**src/hw/rtl/dpcp_pkg.sv**
```systemverilog
// ----------------------------------------------------------------------------
// dpcp_pkg: shared definitions of the depth colormap and point block
// Widths, register indexes, reset values, colour constants and the
// command/status and configuration structures used between the modules.
// ----------------------------------------------------------------------------
`default_nettype none

package dpcp_pkg;

  // Fixed field widths
  localparam int unsigned DEPTH_W    = 13;
  localparam int unsigned COLOR_W    = 8;
  localparam int unsigned POS_X_W    = 11;
  localparam int unsigned POS_Y_W    = 12;
  localparam int unsigned SIZE_W     = 12;

  // Pixel counters cover the widest supported row
  localparam int unsigned MAX_WIDTH  = 2048;
  localparam int unsigned COUNT_W    = $clog2(MAX_WIDTH);
  localparam logic [COUNT_W-1:0] COUNT_LAST = COUNT_W'(MAX_WIDTH - 1);

  // Divider: quotient of (d-min)*255 by (max-min) never exceeds 255
  localparam int unsigned QUO_W      = COLOR_W;
  localparam int unsigned STEP_W     = $clog2(QUO_W);
  localparam int unsigned NUM_W      = DEPTH_W + COLOR_W;
  localparam logic [STEP_W-1:0] STEP_FIRST = STEP_W'(QUO_W - 1);

  // Configuration port
  localparam int unsigned CFG_IDX_W  = 3;
  localparam int unsigned CFG_DATA_W = DEPTH_W;

  localparam logic [CFG_IDX_W-1:0] REG_RANGE_MIN    = 3'd0;
  localparam logic [CFG_IDX_W-1:0] REG_RANGE_MAX    = 3'd1;
  localparam logic [CFG_IDX_W-1:0] REG_IMAGE_WIDTH  = 3'd2;
  localparam logic [CFG_IDX_W-1:0] REG_IMAGE_HEIGHT = 3'd3;

  localparam logic [DEPTH_W-1:0] RANGE_MIN_RST    = 13'd0;
  localparam logic [DEPTH_W-1:0] RANGE_MAX_RST    = 13'd4500;
  localparam logic [SIZE_W-1:0]  IMAGE_WIDTH_RST  = 12'd640;
  localparam logic [SIZE_W-1:0]  IMAGE_HEIGHT_RST = 12'd480;

  // Colour constants
  localparam logic [COLOR_W-1:0] GRAY_MAX   = 8'hFF;
  localparam logic [COLOR_W-1:0] GRAY_MID   = 8'h7F;
  // 255 - 2*(g-127) rewritten as this base minus 2*(g-128)
  localparam logic [COLOR_W-1:0] GREEN_FALL = GRAY_MAX - 8'd2;

  typedef struct packed {
    logic [DEPTH_W-1:0] range_min;
    logic [DEPTH_W-1:0] range_max;
    logic [SIZE_W-1:0]  image_width;
    logic [SIZE_W-1:0]  image_height;
  } cfg_t;

  typedef struct packed {
    logic load;   // capture a new sample
    logic step;   // one divider iteration
    logic emit;   // load the output register
  } ctl_cmd_t;

  typedef struct packed {
    logic div_last;  // the current iteration is the final one
  } ctl_sts_t;

endpackage

`default_nettype wire

```
**src/hw/rtl/depth_pixel_colormap_and_point_top.sv**
```systemverilog
// Flow: capture the sample, run the 8-step restoring divider (one quotient bit
//   per cycle), then load the output register once the output is free. The input
//   is stalled from capture until that output load, so one sample is in work at a time.
// A new sample is taken while the previous beat still waits at the output.
// Reset (rst_ni low, asynchronous): pixel counters cleared, configuration to
//   defaults, no beat pending.
// ----------------------------------------------------------------------------
// depth_pixel_colormap_and_point_top: depth pseudo-colour and point generator
// Maps each raster-order depth sample to a colour and a 3D point.
// ----------------------------------------------------------------------------
`default_nettype none

module depth_pixel_colormap_and_point_top (
  input  wire logic                               clk_i,
  input  wire logic                               rst_ni,
  // configuration write
  input  wire logic                               cfg_valid_i,
  output logic                                    cfg_ready_o,
  input  wire logic [dpcp_pkg::CFG_IDX_W-1:0]     cfg_index_i,
  input  wire logic [dpcp_pkg::CFG_DATA_W-1:0]    cfg_data_i,
  // sample input
  input  wire logic                               in_valid_i,
  output logic                                    in_stall_o,
  input  wire logic [dpcp_pkg::DEPTH_W-1:0]       depth_sample_i,
  input  wire logic                               frame_start_i,
  // result output
  output logic                                    out_valid_o,
  input  wire logic                               out_stall_i,
  output logic [dpcp_pkg::COLOR_W-1:0]            red_o,
  output logic [dpcp_pkg::COLOR_W-1:0]            green_o,
  output logic [dpcp_pkg::COLOR_W-1:0]            blue_o,
  output logic                                    point_valid_o,
  output logic [dpcp_pkg::POS_X_W-1:0]            point_x_o,
  output logic [dpcp_pkg::POS_Y_W-1:0]            point_y_o,
  output logic [dpcp_pkg::DEPTH_W-1:0]            point_z_o,
  output logic                                    frame_end_o
);

  dpcp_pkg::cfg_t     cfg;
  dpcp_pkg::ctl_cmd_t cmd;
  dpcp_pkg::ctl_sts_t sts;

  dpcp_regs u_regs (
    .clk_i       (clk_i),
    .rst_ni      (rst_ni),
    .cfg_valid_i (cfg_valid_i),
    .cfg_ready_o (cfg_ready_o),
    .cfg_index_i (cfg_index_i),
    .cfg_data_i  (cfg_data_i),
    .cfg_o       (cfg)
  );

  dpcp_ctrl u_ctrl (
    .clk_i       (clk_i),
    .rst_ni      (rst_ni),
    .in_valid_i  (in_valid_i),
    .in_stall_o  (in_stall_o),
    .out_valid_o (out_valid_o),
    .out_stall_i (out_stall_i),
    .sts_i       (sts),
    .cmd_o       (cmd)
  );

  dpcp_datapath u_datapath (
    .clk_i          (clk_i),
    .rst_ni         (rst_ni),
    .cfg_i          (cfg),
    .cmd_i          (cmd),
    .sts_o          (sts),
    .depth_sample_i (depth_sample_i),
    .frame_start_i  (frame_start_i),
    .red_o          (red_o),
    .green_o        (green_o),
    .blue_o         (blue_o),
    .point_valid_o  (point_valid_o),
    .point_x_o      (point_x_o),
    .point_y_o      (point_y_o),
    .point_z_o      (point_z_o),
    .frame_end_o    (frame_end_o)
  );

  // Checks

  // accepted sample keeps the input busy through the divider
  a_busy_after_accept: assert property (@(posedge clk_i) disable iff (!rst_ni)
    (in_valid_i && !in_stall_o) |=> in_stall_o)
    else $error("input not stalled after accept");

  a_busy_through_div: assert property (@(posedge clk_i) disable iff (!rst_ni)
    (in_valid_i && !in_stall_o) |-> ##8 in_stall_o)
    else $error("input free before division finished");

  // out-of-range beats are white with a cleared point
  a_invalid_white: assert property (@(posedge clk_i) disable iff (!rst_ni)
    (out_valid_o && !point_valid_o) |->
      (red_o == dpcp_pkg::GRAY_MAX) && (green_o == dpcp_pkg::GRAY_MAX)
      && (blue_o == dpcp_pkg::GRAY_MAX) && (point_x_o == '0)
      && (point_y_o == '0) && (point_z_o == '0))
    else $error("invalid point not white or not cleared");

  // lower half of the colour ramp: green tracks red
  a_low_ramp: assert property (@(posedge clk_i) disable iff (!rst_ni)
    (out_valid_o && point_valid_o && !red_o[dpcp_pkg::COLOR_W-1]) |->
      (green_o == dpcp_pkg::GRAY_MID + red_o))
    else $error("green does not follow red on lower ramp");

endmodule

`default_nettype wire

```
**src/hw/rtl/dpcp_regs.sv**
```systemverilog
// ----------------------------------------------------------------------------
// dpcp_regs: configuration register file
// Holds range bounds and image size; written through a valid/ready port.
// ----------------------------------------------------------------------------
`default_nettype none

module dpcp_regs (
  input  wire logic                               clk_i,
  input  wire logic                               rst_ni,
  input  wire logic                               cfg_valid_i,
  output logic                                    cfg_ready_o,
  input  wire logic [dpcp_pkg::CFG_IDX_W-1:0]     cfg_index_i,
  input  wire logic [dpcp_pkg::CFG_DATA_W-1:0]    cfg_data_i,
  output dpcp_pkg::cfg_t                          cfg_o
);

  dpcp_pkg::cfg_t cfg_q, cfg_d;

  // Writes are always taken
  assign cfg_ready_o = 1'b1;

  always_comb begin
    cfg_d = cfg_q;
    if (cfg_valid_i) begin
      case (cfg_index_i)
        dpcp_pkg::REG_RANGE_MIN:    cfg_d.range_min    = cfg_data_i;
        dpcp_pkg::REG_RANGE_MAX:    cfg_d.range_max    = cfg_data_i;
        dpcp_pkg::REG_IMAGE_WIDTH:  cfg_d.image_width  = cfg_data_i[dpcp_pkg::SIZE_W-1:0];
        dpcp_pkg::REG_IMAGE_HEIGHT: cfg_d.image_height = cfg_data_i[dpcp_pkg::SIZE_W-1:0];
        default: ;  // unmapped index: ignored
      endcase
    end
  end

  always_ff @(posedge clk_i or negedge rst_ni) begin
    if (!rst_ni) begin
      cfg_q.range_min    <= dpcp_pkg::RANGE_MIN_RST;
      cfg_q.range_max    <= dpcp_pkg::RANGE_MAX_RST;
      cfg_q.image_width  <= dpcp_pkg::IMAGE_WIDTH_RST;
      cfg_q.image_height <= dpcp_pkg::IMAGE_HEIGHT_RST;
    end else begin
      cfg_q <= cfg_d;
    end
  end

  assign cfg_o = cfg_q;

endmodule

`default_nettype wire

```
**src/hw/rtl/dpcp_ctrl.sv**
```systemverilog
// ----------------------------------------------------------------------------
// dpcp_ctrl: sequencing state machine
// Accepts a sample, runs the divider iterations, then hands the result to
// the output register and tracks its valid flag.
// ----------------------------------------------------------------------------
`default_nettype none

module dpcp_ctrl (
  input  wire logic                clk_i,
  input  wire logic                rst_ni,
  input  wire logic                in_valid_i,
  output logic                     in_stall_o,
  output logic                     out_valid_o,
  input  wire logic                out_stall_i,
  input  wire dpcp_pkg::ctl_sts_t  sts_i,
  output dpcp_pkg::ctl_cmd_t       cmd_o
);

  localparam logic [1:0] S_IDLE = 2'd0;
  localparam logic [1:0] S_DIV  = 2'd1;
  localparam logic [1:0] S_DONE = 2'd2;

  logic [1:0] state_q, state_d;
  logic       out_valid_q, out_valid_d;
  logic       out_free;

  // Output register can take a beat when empty or being drained
  assign out_free = !out_valid_q || !out_stall_i;

  always_comb begin
    state_d    = state_q;
    cmd_o      = '0;
    in_stall_o = 1'b1;
    case (state_q)
      S_IDLE: begin
        in_stall_o = 1'b0;
        if (in_valid_i) begin
          cmd_o.load = 1'b1;
          state_d    = S_DIV;
        end
      end
      S_DIV: begin
        cmd_o.step = 1'b1;
        if (sts_i.div_last) state_d = S_DONE;
      end
      S_DONE: begin
        if (out_free) begin
          cmd_o.emit = 1'b1;
          state_d    = S_IDLE;
        end
      end
      default: state_d = S_IDLE;
    endcase
  end

  // Output valid flag
  always_comb begin
    out_valid_d = out_valid_q;
    if (cmd_o.emit) begin
      out_valid_d = 1'b1;
    end else if (out_valid_q && !out_stall_i) begin
      out_valid_d = 1'b0;
    end
  end

  always_ff @(posedge clk_i or negedge rst_ni) begin
    if (!rst_ni) begin
      state_q     <= S_IDLE;
      out_valid_q <= 1'b0;
    end else begin
      state_q     <= state_d;
      out_valid_q <= out_valid_d;
    end
  end

  assign out_valid_o = out_valid_q;

endmodule

`default_nettype wire

```
**src/hw/rtl/dpcp_datapath.sv**
```systemverilog
// ----------------------------------------------------------------------------
// dpcp_datapath: pixel position, range test, divider and colour mapping
// Restoring divider yields one quotient bit per step; the output register
// holds the finished beat.
// ----------------------------------------------------------------------------
`default_nettype none

module dpcp_datapath (
  input  wire logic                               clk_i,
  input  wire logic                               rst_ni,
  input  wire dpcp_pkg::cfg_t                     cfg_i,
  input  wire dpcp_pkg::ctl_cmd_t                 cmd_i,
  output dpcp_pkg::ctl_sts_t                      sts_o,
  input  wire logic [dpcp_pkg::DEPTH_W-1:0]       depth_sample_i,
  input  wire logic                               frame_start_i,
  output logic [dpcp_pkg::COLOR_W-1:0]            red_o,
  output logic [dpcp_pkg::COLOR_W-1:0]            green_o,
  output logic [dpcp_pkg::COLOR_W-1:0]            blue_o,
  output logic                                    point_valid_o,
  output logic [dpcp_pkg::POS_X_W-1:0]            point_x_o,
  output logic [dpcp_pkg::POS_Y_W-1:0]            point_y_o,
  output logic [dpcp_pkg::DEPTH_W-1:0]            point_z_o,
  output logic                                    frame_end_o
);

  localparam int unsigned DW = dpcp_pkg::DEPTH_W;
  localparam int unsigned NW = dpcp_pkg::NUM_W;
  localparam int unsigned CW = dpcp_pkg::COLOR_W;
  localparam int unsigned KW = dpcp_pkg::COUNT_W;
  localparam int unsigned SW = dpcp_pkg::SIZE_W;

  // Pixel counters (control state)
  logic [KW-1:0] col_q, col_d, row_q, row_d;

  // Item registers (payload)
  logic [NW-1:0]                    rem_q, rem_d;
  logic [DW-1:0]                    den_q;
  logic [dpcp_pkg::QUO_W-1:0]       quo_q, quo_d;
  logic [dpcp_pkg::STEP_W-1:0]      step_q, step_d;
  logic                             in_range_q, zero_den_q, frame_end_q;
  logic [dpcp_pkg::POS_X_W-1:0]     pos_x_q;
  logic [dpcp_pkg::POS_Y_W-1:0]     pos_y_q;
  logic [DW-1:0]                    diff_q;

  // Output registers (payload)
  logic [CW-1:0]                    red_q, green_q, blue_q;
  logic                             pvalid_q, fend_q;
  logic [dpcp_pkg::POS_X_W-1:0]     px_q;
  logic [dpcp_pkg::POS_Y_W-1:0]     py_q;
  logic [DW-1:0]                    pz_q;

  // Position of this sample; frame start clears it first
  logic [KW-1:0] col_use, row_use;
  logic          last_col, last_row;

  assign col_use  = frame_start_i ? '0 : col_q;
  assign row_use  = frame_start_i ? '0 : row_q;
  assign last_col = ({1'b0, col_use} + 1'b1 >= cfg_i.image_width)
                    || (col_use == dpcp_pkg::COUNT_LAST);
  assign last_row = ({1'b0, row_use} + 1'b1 >= cfg_i.image_height)
                    || (row_use == dpcp_pkg::COUNT_LAST);

  always_comb begin
    col_d = col_q;
    row_d = row_q;
    if (cmd_i.load) begin
      if (last_col) begin
        col_d = '0;
        row_d = last_row ? '0 : row_use + 1'b1;
      end else begin
        col_d = col_use + 1'b1;
        row_d = row_use;
      end
    end
  end

  always_ff @(posedge clk_i or negedge rst_ni) begin
    if (!rst_ni) begin
      col_q <= '0;
      row_q <= '0;
    end else begin
      col_q <= col_d;
      row_q <= row_d;
    end
  end

  // Range test and divider operands
  logic          in_range;
  logic [DW-1:0] diff, den;
  logic [NW-1:0] num_scaled;

  assign in_range   = (depth_sample_i >= cfg_i.range_min)
                      && (depth_sample_i <= cfg_i.range_max);
  assign diff       = depth_sample_i - cfg_i.range_min;
  assign den        = cfg_i.range_max - cfg_i.range_min;
  // diff*255 = diff*256 - diff
  assign num_scaled = (NW'(diff) << CW) - NW'(diff);

  // Divider iteration: compare with the divisor shifted to this bit
  logic [NW-1:0] den_shift;
  logic          fits;

  assign den_shift       = NW'(den_q) << step_q;
  assign fits            = rem_q >= den_shift;
  assign sts_o.div_last  = (step_q == '0);

  always_comb begin
    rem_d  = rem_q;
    quo_d  = quo_q;
    step_d = step_q;
    if (cmd_i.load) begin
      // ceiling: add den-1 before the floor division
      rem_d  = num_scaled + NW'(den) - NW'(1);
      quo_d  = '0;
      step_d = dpcp_pkg::STEP_FIRST;
    end else if (cmd_i.step) begin
      if (fits) begin
        rem_d         = rem_q - den_shift;
        quo_d[step_q] = 1'b1;
      end
      step_d = step_q - 1'b1;
    end
  end

  always_ff @(posedge clk_i) begin
    rem_q  <= rem_d;
    quo_q  <= quo_d;
    step_q <= step_d;
    if (cmd_i.load) begin
      den_q       <= den;
      diff_q      <= diff;
      in_range_q  <= in_range;
      zero_den_q  <= (den == '0);
      frame_end_q <= last_col && last_row;
      pos_x_q     <= dpcp_pkg::POS_X_W'(col_use);
      pos_y_q     <= cfg_i.image_height - SW'(row_use);
    end
  end

  // Colour mapping from the gray level
  logic [CW-1:0] gray, gray_x2, red_c, green_c, blue_c;

  assign gray    = zero_den_q ? dpcp_pkg::GRAY_MAX : dpcp_pkg::GRAY_MAX - quo_q;
  assign gray_x2 = {gray[CW-2:0], 1'b0};

  always_comb begin
    if (!in_range_q) begin
      red_c   = dpcp_pkg::GRAY_MAX;
      green_c = dpcp_pkg::GRAY_MAX;
      blue_c  = dpcp_pkg::GRAY_MAX;
    end else if (!gray[CW-1]) begin
      red_c   = gray;
      green_c = dpcp_pkg::GRAY_MID + gray;
      blue_c  = dpcp_pkg::GRAY_MAX - gray_x2;
    end else begin
      red_c   = gray;
      green_c = dpcp_pkg::GREEN_FALL - gray_x2;
      blue_c  = '0;
    end
  end

  // Output register
  always_ff @(posedge clk_i) begin
    if (cmd_i.emit) begin
      red_q    <= red_c;
      green_q  <= green_c;
      blue_q   <= blue_c;
      pvalid_q <= in_range_q;
      px_q     <= in_range_q ? pos_x_q : '0;
      py_q     <= in_range_q ? pos_y_q : '0;
      pz_q     <= in_range_q ? diff_q  : '0;
      fend_q   <= frame_end_q;
    end
  end

  assign red_o         = red_q;
  assign green_o       = green_q;
  assign blue_o        = blue_q;
  assign point_valid_o = pvalid_q;
  assign point_x_o     = px_q;
  assign point_y_o     = py_q;
  assign point_z_o     = pz_q;
  assign frame_end_o   = fend_q;

endmodule

`default_nettype wire

```
**config.mk**
```make
export PLATFORM = sky130hd
export DESIGN_NAME = depth_pixel_colormap_and_point_top
export DESIGN_NICKNAME = d
export VERILOG_FILES = /design/src/hw/rtl/dpcp_pkg.sv /design/src/hw/rtl/depth_pixel_colormap_and_point_top.sv /design/src/hw/rtl/dpcp_regs.sv /design/src/hw/rtl/dpcp_ctrl.sv /design/src/hw/rtl/dpcp_datapath.sv
export SDC_FILE = /design/constraint.sdc
export NUM_CORES = 1
export LEC_CHECK = 0
export BUFFER_PORTS_ARGS = -buffer_cell sky130_fd_sc_hd__buf_2
export CORE_ASPECT_RATIO = 0.9
export CORE_MARGIN = 3
export CORE_UTILIZATION = 50
export CTS_CLUSTER_DIAMETER = 100
export DETAILED_ROUTE_END_ITERATION = 8
export GPL_TIMING_DRIVEN = 0
export PLACE_DENSITY = 0.73
export REMOVE_ABC_BUFFERS = 1
export SYNTH_ARGS = -nofsm -noshare
export SYNTH_HDL_FRONTEND = slang
export SYNTH_HIERARCHICAL = 1
export SYNTH_SLANG_ARGS = --single-unit
```
**constraint.sdc**
```tcl
create_clock -name clk_i -period 15.1 [get_ports clk_i]
set_clock_uncertainty 0.15 [all_clocks]
set_input_delay 3.02 -clock clk_i [delete_from_list [all_inputs] [get_ports clk_i]]
set_output_delay 3.02 -clock clk_i [all_outputs]
set_load 0.02 [all_outputs]
```
==> flow_summary.ini <==
[sta]
period_share_pct = 50.3
slew_headroom_pct = 26.1
worst_pin_slew_ns = 1.11
layout_setup_ws_ns = 7.50
finalSetupViolCount = 0
max_freq_ghz = 0.132
fin_setup_tns_ns = 0
finalHoldViolations = 0
finalMaxSlewViolations = 0
rsz0062_at_grt = false
period_minus_slack_ns = 7.60

[logic_synthesis]
synth-edff-count = 135
synthesis.area_um2 = 14200
synth_cell_types = 83
synth_top_area_cell = edfxtp_1
synthCells = 1382
ys_ff_latch = 221
synthTopCellsByArea = edfxtp_1 29%, dfrtp_1 11%, ha_1 11%
ys_warn_count = 6
synth-async-reset-ratio_pct = 33.9
synth_top_area_share_pct = 28.6
yosysSeqAreaShare_pct = 43.5
synth_flop_cell = edfxtp_1
avgSynthCellArea_um2 = 10.3

[critical_path]
r2r_slack_ns = 9.74
cpMostUsedCell = ha_1
crit_buf_inv = 3
reg2reg_to = u_datapath/rem_q[20]
path_cells = buf_2 -> inv_1 -> ha_1 -> fa_1 -> and2b_1 -> o21ai_1 -> a21oi_1 -> o41ai_1 -> xor2_1 -> inv_1 -> xnor2_1 -> ha_1 -> a21o_1 -> ha_1 -> and4_1 -> a31o_2 -> a21oi_1 -> o211ai_1 -> nand2b_1 -> mux2i_1 -> xor2_1 -> mux2i_1
crit_required_ns = 15.21
ff2ff_path_depth = 11
reg2reg_from = u_datapath/step_q[0]
startpoint_type = input pin
crit_type = input pin to flip-flop
cpLargestDelayFamily = compound AO/OA/AOI/OAI gates
cp-end-kind = flip-flop
slowest_stage = xor2_1
crit_fanout = 5
cp.arrival_ns = 7.71
cpPeakStageDelay_ns = 0.41

[drt]
routed_wirelength_mm = 32.7
ant_nets = 0
initialDrtViolationCount = 737
firstDrtPassIters = 5
vias = 10603
drc = 0
detail_route.wl_per_cell_um = 17.8
post_drt_via_cell_ratio = 5.76

[floorplanning]
die-area_um2 = 30400
die_w_um = 183
fp-row-count = 57
die_y_um = 166
core-area_um2 = 27500
ioPinCount = 100
start_util_pct = 51.6

[place]
dpl.hpwl_mm = 24.5
place_ws_ns = 7.07
place_congestion = 0.899
portBuffers = 98

[power]
ir_worst_vdd_v = 0.000116
finalPower_mw = 3.72
power.density_nw_per_um2 = 233
p_leak_nw = 6.73

[layout]
antenna_cells = 0
fillers = 2367
syn_to_final_growth_pct = 12.6
seq_area_um2 = 6160
layout-drive-gt1-share_pct = 16.5
multiInputGateArea_um2 = 7380
nets = 1637

[clock_tree]
cts_setup_buffers = 0
clock_path_buffers = 3
htree_levels = 1
clock_latency_ns = 0.53
cts_root_buf = clkbuf_16
cts_buffers = 25
cts_tree = built
cts.sinks = 221
cts.repair.resized = 0
path_clk_slew_ns = 0.06
cts_hold_buffers = 0

[outcome]
status = complete, no violations

[hold_path]
min-delay-start = u_datapath/frame_end_q
min_path_type = flip-flop to flip-flop
hold_path_end = u_datapath/frame_end_o
hold_depth = 0

[global_route]
antenna_found_initial = 0
grt_max_degree = 60
grt_use_total_pct = 21.2
grt_pass1_vias = 10139
grt_pass1_wl_mm = 53.0
overflow = 0

[run]
max_cap_violations = 0
[state kept, by name (all words and copies together), names as in the netlist, 11 cells and up]
| signal | flops |
|---|---|
| u_datapath/col_q | 11 |
| u_datapath/point_x_o | 11 |
| u_datapath/den_q | 13 |
| u_datapath/diff_q | 13 |
| u_datapath/pos_y_q | 12 |
| u_regs/cfg_o | 50 |
| u_datapath/row_q | 11 |
| u_datapath/pos_x_q | 11 |
| u_datapath/point_y_o | 12 |
| u_datapath/point_z_o | 13 |
| u_datapath/rem_q | 21 |
[through the flow]
step           hold WS, ns  utilization (%)  instance area (um2)  instances
2_1_floorplan        0.250                -                14000       1336
3_3_place_gp         0.260             54.2                14900       1788
3_5_place_dp         0.256             54.9                15100       1796
4_1_cts              0.267             58.1                16000       1842
5_1_grt              0.286             58.1                16000       1842
6_report             0.272             58.1                16000       1842
[cell usage after synthesis (all sizes together) (5+ instances only)]
cell     number
a211oi       15
a21boi        7
a21o         22
a21oi        85
and2         41
and3          9
and4          7
buf          12
clkbuf       34
dfrtp        64
dfstp        11
dfxtp        11
edfxtp      135
fa            6
ha          127
inv         112
mux2         54
mux2i        18
nand2       109
nand2b       18
nand3        34
nand4        21
nor2         62
nor2b        33
nor3         36
nor4          8
o211ai       13
o21a         23
o21ai        69
o21bai        6
o2bb2ai      11
o41ai         5
or2           9
or3          15
or4           5
xnor2        54
xor2         25
[area by class of cell]
type                            count  share of cell area [%]
Tap cell                          354                    2.78
Inverter                          114                    2.68
Sequential cell                   221                    38.6
Clock buffer                       38                    5.15
Clock inverter                      8                   0.345
Multi-Input combinational cell   1001                    46.3
Timing Repair Buffer              106                    4.15
[layer usage]
layer | vias up | global-route usage [%] | wire length [um]
met1 | 5040 | 31.9 | 15300
met4 | 0 | 4.80 | 657
met5 | - | 0 | 0
met3 | 50 | 3.31 | 2460
met2 | 352 | 32.4 | 14300
li1 | 5161 | - | -
[report_power, final]
| part | switching, mW | total [mW] | internal [mW] | leakage (nW) |
|---|---|---|---|---|
| combinational | 1.22 | 2.10 | 0.888 | 4.04 |
| clock | 0.249 | 0.628 | 0.379 | 0.438 |
| sequential | 0.121 | 0.990 | 0.870 | 2.25 |
[how the worst max path moves through the flow]
stage,end,slack (ns),cells after the start,from
2_1_floorplan,u_datapath/rem_q[0],6.58,4,in_valid_i
3_3_place_gp,u_datapath/rem_q[20],3.13,5,in_valid_i
3_5_place_dp,u_datapath/rem_q[18],7.07,22,depth_sample_i[0]
4_1_cts,u_datapath/rem_q[18],7.60,22,depth_sample_i[0]
5_1_grt,u_datapath/rem_q[18],7.06,22,depth_sample_i[0]
6_report,u_datapath/rem_q[18],7.50,22,depth_sample_i[0]
[cells by family after synthesis]
logic type      Yosys count  synth area share [%]
flops                   221                  43.5
simple gates            417                  15.5
buf+inv                 160                  4.52
other cells               1                0.0265
compound gates          296                  13.4
xor+xnor                 79                  4.88
fa+ha+maj               133                  12.1
mux                      75                  6.04
[cell usage in the layout (no fill, tap or decap), types with 15 or more instances in the layout]
cell	synthesis	routed
nor2_1	61	61
a21o_1	22	22
inv_1	112	111
a21oi_1	85	84
buf_2	3	97
mux2i_1	18	18
nand2b_1	18	18
ha_1	127	127
clkbuf_16	0	31
dfrtp_1	64	64
and2_1	41	41
nand2_1	109	109
o21a_1	23	23
nor2b_1	32	32
nor3_1	35	35
or3_1	15	15
mux2_2	54	54
nand4_1	20	20
xor2_1	25	25
edfxtp_1	135	135
nand3_1	34	34
xnor2_1	54	54
o21ai_0	67	66
No activity file was read; power rests on OpenSTA's default activity.
